===== config.mk =====
export PLATFORM = sky130hd
export DESIGN_NAME = accel_magnitude_zero_span_top
export DESIGN_NICKNAME = d
export VERILOG_FILES = /design/src/hw/rtl/mzs_pkg.sv /design/src/hw/rtl/mzs_lane.sv /design/src/hw/rtl/mzs_root.sv /design/src/hw/rtl/mzs_span.sv /design/src/hw/rtl/accel_magnitude_zero_span_top.sv
export SDC_FILE = /design/constraint.sdc
export NUM_CORES = 2
export LEC_CHECK = 0
export BUFFER_PORTS_ARGS = -buffer_cell sky130_fd_sc_hd__buf_2
export CORE_MARGIN = 1
export CORE_UTILIZATION = 33
export DETAILED_ROUTE_END_ITERATION = 10
export PLACE_DENSITY = 0.55
export SLEW_MARGIN = 20
export SYNTH_ARGS = -nofsm -noshare
export SYNTH_HDL_FRONTEND = slang
export SYNTH_SLANG_ARGS = --single-unit

===== constraint.sdc =====
create_clock -name clk -period 15.7 [get_ports clk]
set_input_delay 3.14 -clock clk [delete_from_list [all_inputs] [get_ports clk]]
set_output_delay 3.14 -clock clk [all_outputs]
set_load 0.02 [all_outputs]

===== src/hw/rtl/mzs_pkg.sv =====
// Shared types and fixed constants for the accelerometer magnitude / zero-span block.
// No dependencies; every module in hw/rtl imports this package.
`timescale 1ns / 1ps
`default_nettype none

package mzs_pkg;

  // Fixed output and scaling widths
  localparam int QBITS      = 11;            // quotient bits kept before saturation
  localparam int SCALE_MAX  = 2047;          // saturation magnitude of a scaled axis
  localparam int SQ_W       = 2 * QBITS;     // one squared axis
  localparam int SUM_W      = SQ_W + 2;      // three squared axes
  localparam int MAG_W      = SUM_W / 2;     // root width
  localparam int MAG_MAX    = 3545;          // floor root of the largest sum
  localparam int SPAN_W     = 16;
  localparam int GAP_W      = 16;
  localparam int CFG_DATA_W = 16;
  localparam int CFG_IDX_W  = 3;
  localparam int NUM_AXES   = 3;

  // Calibration arithmetic constants
  localparam int SCALE_HI  = 200;
  localparam int SCALE_MID = 100;

  // Register reset values
  localparam int X_MINUS_RST = 264;
  localparam int X_PLUS_RST  = 397;
  localparam int Y_MINUS_RST = 264;
  localparam int Y_PLUS_RST  = 399;
  localparam int Z_MINUS_RST = 269;
  localparam int Z_PLUS_RST  = 404;
  localparam int GAP_RST     = 100;

  // Register indexes
  localparam logic [CFG_IDX_W-1:0] REG_X_MINUS = 3'd0;
  localparam logic [CFG_IDX_W-1:0] REG_X_PLUS  = 3'd1;
  localparam logic [CFG_IDX_W-1:0] REG_Y_MINUS = 3'd2;
  localparam logic [CFG_IDX_W-1:0] REG_Y_PLUS  = 3'd3;
  localparam logic [CFG_IDX_W-1:0] REG_Z_MINUS = 3'd4;
  localparam logic [CFG_IDX_W-1:0] REG_Z_PLUS  = 3'd5;
  localparam logic [CFG_IDX_W-1:0] REG_GAP     = 3'd6;

  typedef struct packed {
    logic            done;
    logic [SQ_W-1:0] sq;
  } lane_out_t;

  typedef struct packed {
    logic             done;
    logic [MAG_W-1:0] mag;
  } root_out_t;

  typedef struct packed {
    logic              done;
    logic [SPAN_W-1:0] length;
  } span_res_t;

endpackage

`default_nettype wire


===== src/hw/rtl/mzs_lane.sv =====
// One axis lane: calibration scaling by an 11-step restoring divider, saturation, square.
// Depends on mzs_pkg.
`timescale 1ns / 1ps
`default_nettype none

module mzs_lane #(
  parameter int ADC_BITS = 10
) (
  input  wire logic                clk,
  input  wire logic                rst_n,
  input  wire logic                start,
  input  wire logic [ADC_BITS-1:0] raw,
  input  wire logic [ADC_BITS-1:0] minus,
  input  wire logic [ADC_BITS-1:0] plus,
  output mzs_pkg::lane_out_t       res
);
  import mzs_pkg::*;

  localparam int NUM_W = ADC_BITS + 8;
  localparam int REM_W = ADC_BITS + QBITS;

  typedef enum logic [4:0] {
    L_IDLE = 5'b00001,
    L_PREP = 5'b00010,
    L_DIV  = 5'b00100,
    L_SQ   = 5'b01000,
    L_DONE = 5'b10000
  } lane_state_t;

  lane_state_t         st_r, st_nxt;
  logic [NUM_W-1:0]    abs_r;
  logic [ADC_BITS-1:0] d_r;
  logic                zero_r, sat_r;
  logic [REM_W-1:0]    rem_r;
  logic [QBITS-1:0]    q_r;
  logic [3:0]          i_r;
  logic [SQ_W-1:0]     sq_r;

  logic [NUM_W-1:0] pos, neg;
  logic [REM_W-1:0] trial;
  logic [QBITS-1:0] val;
  logic             last_step;

  assign pos   = NUM_W'(raw) * NUM_W'(SCALE_HI);
  assign neg   = NUM_W'(SCALE_MID) * (NUM_W'(plus) + NUM_W'(minus));
  assign trial = REM_W'(d_r) << i_r;
  assign last_step = (i_r == 4'd0);

  // q_r holds the full quotient once the last divide step is done
  always_comb begin
    if (zero_r) begin
      val = '0;
    end else if (sat_r) begin
      val = QBITS'(SCALE_MAX);
    end else begin
      val = q_r;
    end
  end

  always_comb begin
    st_nxt = st_r;
    case (st_r)
      L_IDLE, L_DONE: if (start) st_nxt = L_PREP;
      L_PREP:         st_nxt = L_DIV;
      L_DIV:          if (last_step) st_nxt = L_SQ;
      L_SQ:           st_nxt = L_DONE;
      default:        st_nxt = L_IDLE;
    endcase
  end

  always_ff @(posedge clk) begin
    if (!rst_n) begin
      st_r <= L_IDLE;
    end else begin
      st_r <= st_nxt;
    end
  end

  always_ff @(posedge clk) begin
    case (st_r)
      L_IDLE, L_DONE: begin
        if (start) begin
          abs_r  <= (pos >= neg) ? (pos - neg) : (neg - pos);
          d_r    <= plus - minus;
          zero_r <= (plus <= minus);
        end
      end
      L_PREP: begin
        sat_r <= (REM_W'(abs_r) >= (REM_W'(d_r) << QBITS));
        rem_r <= REM_W'(abs_r);
        q_r   <= '0;
        i_r   <= 4'(QBITS - 1);
      end
      L_DIV: begin
        if (rem_r >= trial) begin
          rem_r     <= rem_r - trial;
          q_r[i_r]  <= 1'b1;
        end
        if (!last_step) i_r <= i_r - 4'd1;
      end
      // square once the last quotient bit is in
      L_SQ: sq_r <= SQ_W'(val) * SQ_W'(val);
      default: ;
    endcase
  end

  assign res.done = (st_r == L_DONE);
  assign res.sq   = sq_r;

  a_sq_bound: assert property (@(posedge clk) disable iff (!rst_n)
    res.done |-> (res.sq <= SQ_W'(SCALE_MAX * SCALE_MAX)))
    else $error("lane square beyond saturation bound");

  a_div_len: assert property (@(posedge clk) disable iff (!rst_n)
    (st_r == L_PREP) |=> (st_r == L_DIV && i_r == 4'(QBITS - 1)))
    else $error("divider did not start at the top quotient bit");

  a_zero_cal: assert property (@(posedge clk) disable iff (!rst_n)
    (res.done && zero_r) |-> (res.sq == '0))
    else $error("degenerate calibration gave a nonzero square");

endmodule

`default_nettype wire


===== src/hw/rtl/mzs_root.sv =====
// Merge stage: sums the three lane squares and takes the floor root, one result bit a cycle.
// Depends on mzs_pkg.
`timescale 1ns / 1ps
`default_nettype none

module mzs_root (
  input  wire logic               clk,
  input  wire logic               rst_n,
  input  wire logic               start,
  input  mzs_pkg::lane_out_t      lane [mzs_pkg::NUM_AXES],
  output mzs_pkg::root_out_t      res
);
  import mzs_pkg::*;

  localparam int RREM_W = MAG_W + 2;

  typedef enum logic [2:0] {
    R_IDLE = 3'b001,
    R_RUN  = 3'b010,
    R_DONE = 3'b100
  } root_state_t;

  root_state_t        st_r, st_nxt;
  logic [SUM_W-1:0]   v_r;
  logic [RREM_W-1:0]  rem_r;
  logic [MAG_W-1:0]   root_r;
  logic [3:0]         cnt_r;

  logic [RREM_W+1:0]  shifted, trial;
  logic               ge;

  assign shifted = {rem_r, v_r[SUM_W-1 -: 2]};
  assign trial   = {2'b00, root_r, 2'b01};
  assign ge      = (shifted >= trial);

  always_comb begin
    st_nxt = st_r;
    case (st_r)
      R_IDLE, R_DONE: if (start) st_nxt = R_RUN;
      R_RUN:          if (cnt_r == 4'd0) st_nxt = R_DONE;
      default:        st_nxt = R_IDLE;
    endcase
  end

  always_ff @(posedge clk) begin
    if (!rst_n) begin
      st_r <= R_IDLE;
    end else begin
      st_r <= st_nxt;
    end
  end

  always_ff @(posedge clk) begin
    case (st_r)
      R_IDLE, R_DONE: begin
        if (start) begin
          v_r    <= SUM_W'(lane[0].sq) + SUM_W'(lane[1].sq) + SUM_W'(lane[2].sq);
          rem_r  <= '0;
          root_r <= '0;
          cnt_r  <= 4'(MAG_W - 1);
        end
      end
      R_RUN: begin
        // bring down two bits, try root*4+1
        rem_r  <= ge ? RREM_W'(shifted - trial) : RREM_W'(shifted);
        root_r <= {root_r[MAG_W-2:0], ge};
        v_r    <= v_r << 2;
        if (cnt_r != 4'd0) cnt_r <= cnt_r - 4'd1;
      end
      default: ;
    endcase
  end

  assign res.done = (st_r == R_DONE);
  assign res.mag  = root_r;

  a_mag_bound: assert property (@(posedge clk) disable iff (!rst_n)
    res.done |-> (res.mag <= MAG_W'(MAG_MAX)))
    else $error("root beyond largest possible magnitude");

  a_run_len: assert property (@(posedge clk) disable iff (!rst_n)
    (st_r == R_RUN && cnt_r == 4'd0) |=> res.done)
    else $error("root did not finish after its last step");

endmodule

`default_nettype wire


===== src/hw/rtl/mzs_span.sv =====
// Zero-span tracker: saturating counters since first and last zero magnitude, held length.
// Depends on mzs_pkg.
`timescale 1ns / 1ps
`default_nettype none

module mzs_span #(
  parameter int COUNT_BITS = 16
) (
  input  wire logic                       clk,
  input  wire logic                       rst_n,
  input  wire logic                       upd,
  input  wire logic                       mag_zero,
  input  wire logic [mzs_pkg::GAP_W-1:0]  gap_limit,
  output mzs_pkg::span_res_t              res
);
  import mzs_pkg::*;

  localparam int CMP_W = (COUNT_BITS > GAP_W) ? COUNT_BITS : GAP_W;

  logic                  counting_r, counting_nxt;
  logic [COUNT_BITS-1:0] sfz_r, sfz_nxt, sfz_inc;
  logic [COUNT_BITS-1:0] slz_r, slz_nxt, slz_inc;
  logic [COUNT_BITS-1:0] held_r, held_nxt;
  logic                  end_now;

  assign sfz_inc = (&sfz_r) ? sfz_r : sfz_r + 1'b1;
  assign slz_inc = (&slz_r) ? slz_r : slz_r + 1'b1;

  always_comb begin
    counting_nxt = counting_r;
    sfz_nxt      = sfz_r;
    slz_nxt      = slz_r;
    held_nxt     = held_r;
    end_now      = 1'b0;
    if (counting_r) begin
      sfz_nxt = sfz_inc;
      if (mag_zero) begin
        slz_nxt = '0;
      end else begin
        slz_nxt = slz_inc;
        if (CMP_W'(slz_inc) > CMP_W'(gap_limit)) begin
          held_nxt     = sfz_inc;
          counting_nxt = 1'b0;
          end_now      = 1'b1;
        end
      end
    end else if (mag_zero) begin
      // start a span, no end test on this sample
      counting_nxt = 1'b1;
      sfz_nxt      = '0;
      slz_nxt      = '0;
    end
  end

  always_ff @(posedge clk) begin
    if (!rst_n) begin
      counting_r <= 1'b0;
      sfz_r      <= '0;
      slz_r      <= '0;
      held_r     <= '0;
    end else if (upd) begin
      counting_r <= counting_nxt;
      sfz_r      <= sfz_nxt;
      slz_r      <= slz_nxt;
      held_r     <= held_nxt;
    end
  end

  assign res.done   = end_now;
  assign res.length = SPAN_W'(held_nxt);

  a_end_stops: assert property (@(posedge clk) disable iff (!rst_n)
    (upd && end_now) |=> !counting_r)
    else $error("span ended but counting continues");

  a_idle_quiet: assert property (@(posedge clk) disable iff (!rst_n)
    !counting_r |-> !end_now)
    else $error("span end reported outside a span");

endmodule

`default_nettype wire


===== src/hw/rtl/accel_magnitude_zero_span_top.sv =====
// Accelerometer magnitude with zero-span length: a new sample is accepted only after the previous
// one has moved its result beat into the output register.
// Three lanes scale x, y, z in parallel, each through an 11-step restoring divider and a
// square step; the merge stage sums the squares and takes a 12-step bit-serial root, and the
// span tracker updates as the result enters the output register. A finished result can wait in
// the output register while the next sample is accepted; a result that finds that register
// still stalled holds the block until the waiting beat leaves. Calibration writes are taken
// while no sample is in flight.
// Depends on mzs_pkg, mzs_lane, mzs_root, mzs_span.
`timescale 1ns / 1ps
`default_nettype none

module accel_magnitude_zero_span_top #(
  parameter int ADC_BITS   = 10,
  parameter int COUNT_BITS = 16
) (
  input  wire logic                            clk,
  input  wire logic                            rst_n,
  input  wire logic                            in_valid,
  output      logic                            in_stall,
  input  wire logic [ADC_BITS-1:0]             in_x_raw,
  input  wire logic [ADC_BITS-1:0]             in_y_raw,
  input  wire logic [ADC_BITS-1:0]             in_z_raw,
  output      logic                            out_valid,
  input  wire logic                            out_stall,
  output      logic [mzs_pkg::MAG_W-1:0]       out_magnitude,
  output      logic                            out_span_done,
  output      logic [mzs_pkg::SPAN_W-1:0]      out_span_length,
  input  wire logic                            cfg_valid,
  output      logic                            cfg_ready,
  input  wire logic [mzs_pkg::CFG_IDX_W-1:0]   cfg_index,
  input  wire logic [mzs_pkg::CFG_DATA_W-1:0]  cfg_data
);
  import mzs_pkg::*;

  typedef enum logic [2:0] {
    T_IDLE = 3'b001,
    T_LANE = 3'b010,
    T_ROOT = 3'b100
  } top_state_t;

  top_state_t          state_r, state_nxt;
  logic [ADC_BITS-1:0] minus_r [NUM_AXES];
  logic [ADC_BITS-1:0] plus_r  [NUM_AXES];
  logic [GAP_W-1:0]    gap_r;
  logic                out_valid_r;
  logic [MAG_W-1:0]    out_mag_r;
  logic                out_done_r;
  logic [SPAN_W-1:0]   out_len_r;

  logic [ADC_BITS-1:0] lane_raw [NUM_AXES];
  lane_out_t           lane_res [NUM_AXES];
  root_out_t           root_res;
  span_res_t           span_res;
  logic                in_take, lanes_done, root_start, finish, out_free;

  assign in_take    = in_valid && !in_stall;
  assign lanes_done = lane_res[0].done && lane_res[1].done && lane_res[2].done;
  assign root_start = (state_r == T_LANE) && lanes_done;
  assign out_free   = !out_valid_r || !out_stall;
  assign finish     = (state_r == T_ROOT) && root_res.done && out_free;

  assign lane_raw[0] = in_x_raw;
  assign lane_raw[1] = in_y_raw;
  assign lane_raw[2] = in_z_raw;

  // calibration registers
  always_ff @(posedge clk) begin
    if (!rst_n) begin
      minus_r[0] <= ADC_BITS'(X_MINUS_RST);
      plus_r[0]  <= ADC_BITS'(X_PLUS_RST);
      minus_r[1] <= ADC_BITS'(Y_MINUS_RST);
      plus_r[1]  <= ADC_BITS'(Y_PLUS_RST);
      minus_r[2] <= ADC_BITS'(Z_MINUS_RST);
      plus_r[2]  <= ADC_BITS'(Z_PLUS_RST);
      gap_r      <= GAP_W'(GAP_RST);
    end else if (cfg_valid && cfg_ready) begin
      case (cfg_index)
        REG_X_MINUS: minus_r[0] <= cfg_data[ADC_BITS-1:0];
        REG_X_PLUS:  plus_r[0]  <= cfg_data[ADC_BITS-1:0];
        REG_Y_MINUS: minus_r[1] <= cfg_data[ADC_BITS-1:0];
        REG_Y_PLUS:  plus_r[1]  <= cfg_data[ADC_BITS-1:0];
        REG_Z_MINUS: minus_r[2] <= cfg_data[ADC_BITS-1:0];
        REG_Z_PLUS:  plus_r[2]  <= cfg_data[ADC_BITS-1:0];
        REG_GAP:     gap_r      <= cfg_data[GAP_W-1:0];
        default: ;
      endcase
    end
  end

  always_comb begin
    state_nxt = state_r;
    case (state_r)
      T_IDLE:  if (in_take) state_nxt = T_LANE;
      T_LANE:  if (lanes_done) state_nxt = T_ROOT;
      T_ROOT:  if (finish) state_nxt = T_IDLE;
      default: state_nxt = T_IDLE;
    endcase
  end

  always_ff @(posedge clk) begin
    if (!rst_n) begin
      state_r     <= T_IDLE;
      out_valid_r <= 1'b0;
    end else begin
      state_r <= state_nxt;
      if (finish) begin
        out_valid_r <= 1'b1;
      end else if (!out_stall) begin
        out_valid_r <= 1'b0;
      end
    end
  end

  // load the output beat, hold it while stalled
  always_ff @(posedge clk) begin
    if (finish) begin
      out_mag_r  <= root_res.mag;
      out_done_r <= span_res.done;
      out_len_r  <= span_res.length;
    end
  end

  for (genvar g = 0; g < NUM_AXES; g++) begin : g_lane
    mzs_lane #(
      .ADC_BITS(ADC_BITS)
    ) u_lane (
      .clk  (clk),
      .rst_n(rst_n),
      .start(in_take),
      .raw  (lane_raw[g]),
      .minus(minus_r[g]),
      .plus (plus_r[g]),
      .res  (lane_res[g])
    );
  end

  mzs_root u_root (
    .clk  (clk),
    .rst_n(rst_n),
    .start(root_start),
    .lane (lane_res),
    .res  (root_res)
  );

  mzs_span #(
    .COUNT_BITS(COUNT_BITS)
  ) u_span (
    .clk      (clk),
    .rst_n    (rst_n),
    .upd      (finish),
    .mag_zero (root_res.mag == '0),
    .gap_limit(gap_r),
    .res      (span_res)
  );

  assign in_stall        = (state_r != T_IDLE);
  assign cfg_ready       = (state_r == T_IDLE);
  assign out_valid       = out_valid_r;
  assign out_magnitude   = out_mag_r;
  assign out_span_done   = out_done_r;
  assign out_span_length = out_len_r;

  a_out_from_root: assert property (@(posedge clk) disable iff (!rst_n)
    $rose(out_valid_r) |-> $past(state_r == T_ROOT && root_res.done))
    else $error("result beat appeared without a finished root");

  a_lanes_lockstep: assert property (@(posedge clk) disable iff (!rst_n)
    (state_r == T_ROOT) |-> lanes_done)
    else $error("lanes out of step during root");

  a_launch: assert property (@(posedge clk) disable iff (!rst_n)
    in_take |=> (state_r == T_LANE && !lanes_done))
    else $error("accepted beat did not launch the lanes");

endmodule

`default_nettype wire

# Word-level counts from Yosys, hierarchy flattened
# Memory sizes are Yosys's and may differ from the RTL's.
# Cells that the tools add are included.
[classes]
n_addsub = 24
n_mul = 9
order_cmp = 20
eq_ne = 47
n_shift = 3
n_mux = 104
bitwise = 10
n_reduce_logical = 51
[ops]
columns = ["cell", "count"]
rows = [
  ["$mux 16", 9],
  ["$pmux 21 s2", 3],
  ["$sub 18x18->18", 6],
  ["$mux 11", 9],
  ["$mul 11x11->22", 3],
  ["$pmux 11 s2", 3],
  ["$ge 18x21->1", 3],
  ["$ge 21x21->1", 3],
  ["$mux 21", 3],
  ["$shl 10x4->21", 3],
  ["$sub 21x21->21", 3],
  ["$mux 10", 6],
  ["$pmux 5 s4", 3],
  ["$ge 18x18->1", 3],
  ["$mul 5x18->16 const A", 3],
  ["$mux 18", 3],
  ["$pmux 24 s2", 1],
  ["$mul 10x5->15 const B", 3],
  ["$mux 1", 35],
  ["$add 10x10->11", 3],
  ["$or 11x11->11", 3],
  ["$add 16x1->16 const B", 2],
  ["$pmux 4 s2", 4],
  ["$reduce_and 16->1", 2],
  ["45 further kinds", 149],
]
[totals]
reg_bits = 434
ramBits = 60
input_bits = 54
output_inout_bits = 32
word_cells = 312
mem_count = 2
[mem_list]
columns = ["name", "words", "word_bits", "rd", "rd_clocked_by_memory_dff", "write_ports", "line", "source"]
rows = [
  ["minus_r", 3, 10, 3, 0, 3, "accel_magnitude_zero_span_top.sv:43", "logic [ADC_BITS-1:0] minus_r [NUM_AXES];"],
  ["plus_r", 3, 10, 3, 0, 3, "accel_magnitude_zero_span_top.sv:44", "logic [ADC_BITS-1:0] plus_r [NUM_AXES];"],
]

# Depth between registers and ports, before layout
[logic_depth]
ltp_word = 7
depth_mapped = 34
ltp_nobuf = 33

# Cells and area by module
# From an unflattened synthesis, not the netlist that was laid out.
[hier_totals]
cells_unflattened = 5362
hier_area_um2 = 49443.7
[by_module_without_submodules]
columns = ["mod", "n_inst", "cells_each", "area_each_um2"]
rows = [
  ["mzs_lane (g_lane[1].u_lane)", 1, 1444, 12680.9],
  ["mzs_lane (g_lane[2].u_lane)", 1, 1401, 12436.9],
  ["mzs_lane (g_lane[0].u_lane)", 1, 1368, 12290.5],
  ["mzs_root", 1, 494, 4765.8],
  ["accel_magnitude_zero_span_top", 1, 234, 3873.7],
  ["mzs_span", 1, 421, 3395.8],
]

# Worst setup path before layout
# No wires, ideal clock.
[synth_timing]
kind = "input to register"
start = "in in_y_raw[2]"
end = "reg g_lane[1].u_lane.abs_r[14] (data pin)"
arrival_time_ns = 8.096
required_time_ns = 15.438
setup_slack_ns = 7.341
path_stages = 26
n_path_buf = 1
cell_sequence = "ha_1 > ha_1 > inv_1 > fa_1 > inv_1 > ha_1 > nor2b_1 > o21ai_0 > a21boi_0 > o21ai_0 > a21boi_0 > o21ai_0 > a21boi_0 > mux2i_1 > nand2_1 > ha_1 > nand4_1 > nor2_2 > nand2_2 > o311ai_4 > buf_6 > mux2i_1 > o21ai_1 > a221oi_2 > a21oi_1 > xor2_1"
[synth_between]
elab_chain_cells = 3
elab_cells_between_ends = 5
cone_classes = "2 x add/sub; 1 x mul; 1 x order compare; 1 x mux"
[synth_lines]
columns = ["item", "line", "source"]
rows = [
  ["start: declaration", "accel_magnitude_zero_span_top.sv:22", "input wire logic [ADC_BITS-1:0] in_y_raw,"],
  ["$mul 10x5->15 *", "mzs_lane.sv:44", "assign pos = NUM_W'(raw) * NUM_W'(SCALE_HI);"],
  ["$sub 18x18->18 / $ge 18x18->1 (equally long branches)", "mzs_lane.sv:83", "abs_r <= (pos >= neg) ? (pos - neg) : (neg - pos);"],
  ["$mux 18 *", "mzs_lane.sv:83", ""],
  ["end signal: assignment", "mzs_lane.sv:83", ""],
  ["end: declaration", "mzs_lane.sv:31", "logic [NUM_W-1:0] abs_r;"],
]
# Every way passes the cells marked *; elsewhere a longest branch is shown, timed or not.
# A chain may end at the register's enable or synchronous reset.

# Final worst setup path
[layout_timing]
start = "in in_y_raw[2]"
end = "reg g_lane[1].u_lane.abs_r[15] (data pin)"
# Same word-level chain as after synthesis.

==> flow_summary.yaml <==
synthesis:
  ys_seq_area_share_pct: 28.39
  synth_area_leaders: "edfxtp_1, ha_1, fa_1, inv_1, nor2_1"
  ys_warn_count: 0
  synth_seq_cells: 482
  synth_edf_count: 395
  synth_area_um2: 47920
  synth_cell_types: 110
  async_flop_share_pct: 0
  synth_area_per_cell_um2: 9.191
  synth_top_area_cell: "edfxtp_1"
  synthFlopType: "edfxtp_1"
  synth_top_area_share_pct: 24.75
  synth_cells: 5214
  synthesis.nets: 6190
sta:
  max_slew.worst_pin.slew_ps: 1096
  hold_violations: 0
  max_clock_freq_mhz: 115.3
  timing.final.crit_share_pct: 55.22
  setup_slack_ps: 7030
  setup_violations: 0
  finalSetupTns_ps: 0
  fin_crit_ps: 8670
  rsz0062_at_grt: "false"
  skew_ps: 39.70
  relSlewSlack_pct: 26.75
  drv_slew: 0
finish:
  final_cell_mix: "inv_1, ha_1, nor2_1"
  final_cell_count_no_fill: 7194
  drive_above_1_share_pct: 6.805
  nets: 6214
  syn_to_final_growth_pct: 9.561
  layout_commonest_cell: "inv_1"
power_and_ir_drop:
  total_power_w: 0.01173
  power.density_nw_per_um2: 223.4
  p_leak_nw: 23.73
  ir_drop_mv: 0.2331
global_routing:
  track_usage_pct: 15.33
  antenna_found_initial: 2
  grt-ovfl-total: 0
  grt_max_degree: 70
  grt_pass1_wl_um: 184600
  grt_pass1_vias: 35437
floorplan:
  die_y_um: 383.1
  core_area_um2: 143800
  die_area_um2: 146700
  die_w_um: 383.1
  start_util_pct: 33.32
  fp-row-count: 139
  num_io_pins: 86
setup_path:
  worst_ep_required_time_ps: 16120
  critPathLaunch: "in_y_raw[2]"
  end_kind: "flip-flop"
  r2r-start: "plus_r[0][20]"
  crit_type: "in -> reg"
  rr_endpoint: "g_lane[2].u_lane.abs_r[16]"
  r2r_cells: 25
  crit_path_start_kind: "input port"
  crit_arrival_ps: 9090
  worstSetupEndpoint: "g_lane[1].u_lane.abs_r[15]"
  rrSetupSlack_ps: 8010
  crit_path_max_fanout: 11
route:
  via_count: 35670
  finalWirelength_um: 113400
  drcViolationCount: 6
  dr.pass1.iters: 9
  drtIter0Drc: 2040
  wl_per_cell_um: 15.76
  ant_nets: 0
  vias_per_cell: 4.958
hold_path:
  min_path_type: "reg -> reg"
clock_network:
  cts_buffers: 60
  clock-sinks: 482
  postCtsSetupRepairBufs: 0
  h-tree-depth: 2
  tritoncts: "yes"
  cts_resized: 0
  clkTransAtPathRegs_ps: 60
  root_buffer: "clkbuf_16"
  cts.path.max_buffers: 3
  clk_latency_ps: 680
  holdBufCountCts: 0
placed_design:
  dpl_worst_slack_ps: 5965
  gp_congestion: 0.8706
  placement.io_buffers: 85
  placedCellCount: 7078
  post-dp-hpwl_um: 90780
outcome:
  violations: "DRC"
  status: "finished with violations"
flow_run:
  max-cap-violations: 0
==> how the worst min path moves through the flow <==
stage	to	startpoint	cells past startpoint	slack, ps
3_3_place_gp	u_span.held_r[15]	u_span.held_r[15]	2	440
3_5_place_dp	gap_r[1]	gap_r[1]	2	450
2_1_floorplan	gap_r[10]	gap_r[10]	2	440
5_1_grt	u_span.held_r[15]	u_span.held_r[15]	2	480
6_report	gap_r[1]	gap_r[1]	2	460
4_1_cts	gap_r[1]	gap_r[1]	2	460
==> power breakdown <==
group | leakage, nW | switching (W) | internal (W)
clock network | 1.01 | 0.000582 | 0.000878
registers | 4.30 | 0.000109 | 0.00193
logic | 18.4 | 0.00471 | 0.00352
total | 23.7 | 0.00540 | 0.00633
==> synthesized netlist by cell type (all sizes together), types with 61 or more instances <==
cell type  count
nor2         517
nor2b         61
edfxtp       395
xnor2        212
mux2i         71
a21o         120
inv          695
o21ai        287
dfxtp         87
nand3         66
ha           687
nand2        353
xor2         121
a21oi        359
fa           235
clkbuf       126
nor3          92
==> per-stage QoR <==
| step | cell area, µm² | hold WS [ps] | utilization, % |
|---|---|---|---|
| 5_1_grt | 52500 | 479.1 | 36.50 |
| 3_5_place_dp | 50390 | 451.4 | 35.04 |
| 6_report | 52500 | 457.7 | 36.50 |
| 4_1_cts | 52480 | 459.7 | 36.48 |
| 3_3_place_gp | 50390 | 442.5 | 35.03 |
| 2_1_floorplan | 47920 | 436.3 | - |
==> registers in the layout (all words and copies together), names as in the netlist, 16 cells and up <==
| signal | flops |
|---|---|
| g_lane.u_lane.abs_r | 48 |
| g_lane.u_lane.d_r | 27 |
| u_span.sfz_r | 16 |
| out_span_length | 16 |
| g_lane.u_lane.sq_r | 63 |
| u_root.v_r | 24 |
| g_lane.u_lane.rem_r | 63 |
| minus_r | 30 |
| u_span.held_r | 16 |
| g_lane.u_lane.q_r | 33 |
| u_span.slz_r | 16 |
| plus_r | 30 |
| gap_r | 16 |
==> metal layers <==
metal  track usage, %  wire length [µm]
met2            25.49             52400
met5                0                 0
met1            20.60             53650
met4            4.496              3096
met3            2.074              4213
==> cells by family after synthesis <==
family / Yosys count / share of synthesized area (%)
and+or+nand+nor: 1392 / 13.55
adders and majority gates: 922 / 27.75
DFF: 482 / 28.39
xor gates and xnor gates: 333 / 6.086
buffers and inverters: 850 / 6.752
muxes: 115 / 2.661
AOI/OAI and AO/OA: 1120 / 14.81
==> critical path, cell delays in order <==
cell and delay, ps:
buf_2 130, ha_1 300, ha_1 280, inv_1 50, fa_1 490, inv_1 40
ha_1 310, nor2b_1 130, o21ai_0 100, a21boi_0 270, o21ai_0 140, a21boi_0 250
o21ai_0 140, a21boi_0 340, mux2i_1 230, nand2_1 70, ha_1 400, nand4_1 180
nor2_2 200, nand2_2 100, o311ai_4 610, mux2_2 440, a221oi_1 430, o211ai_1 170
xor2_1 170
==> final cells by class <==
class	instances	area, µm²
Antenna cell	1	2.502
Clock buffer	84	1673
Clock inverter	30	411.6
Fill cell	14599	91330
Inverter	698	2620
Multi-Input combinational cell	3882	31160
Sequential cell	482	13600
Tap cell	1903	2381
Timing Repair Buffer	114	646.9
No activity file was read; power rests on OpenSTA's default activity.
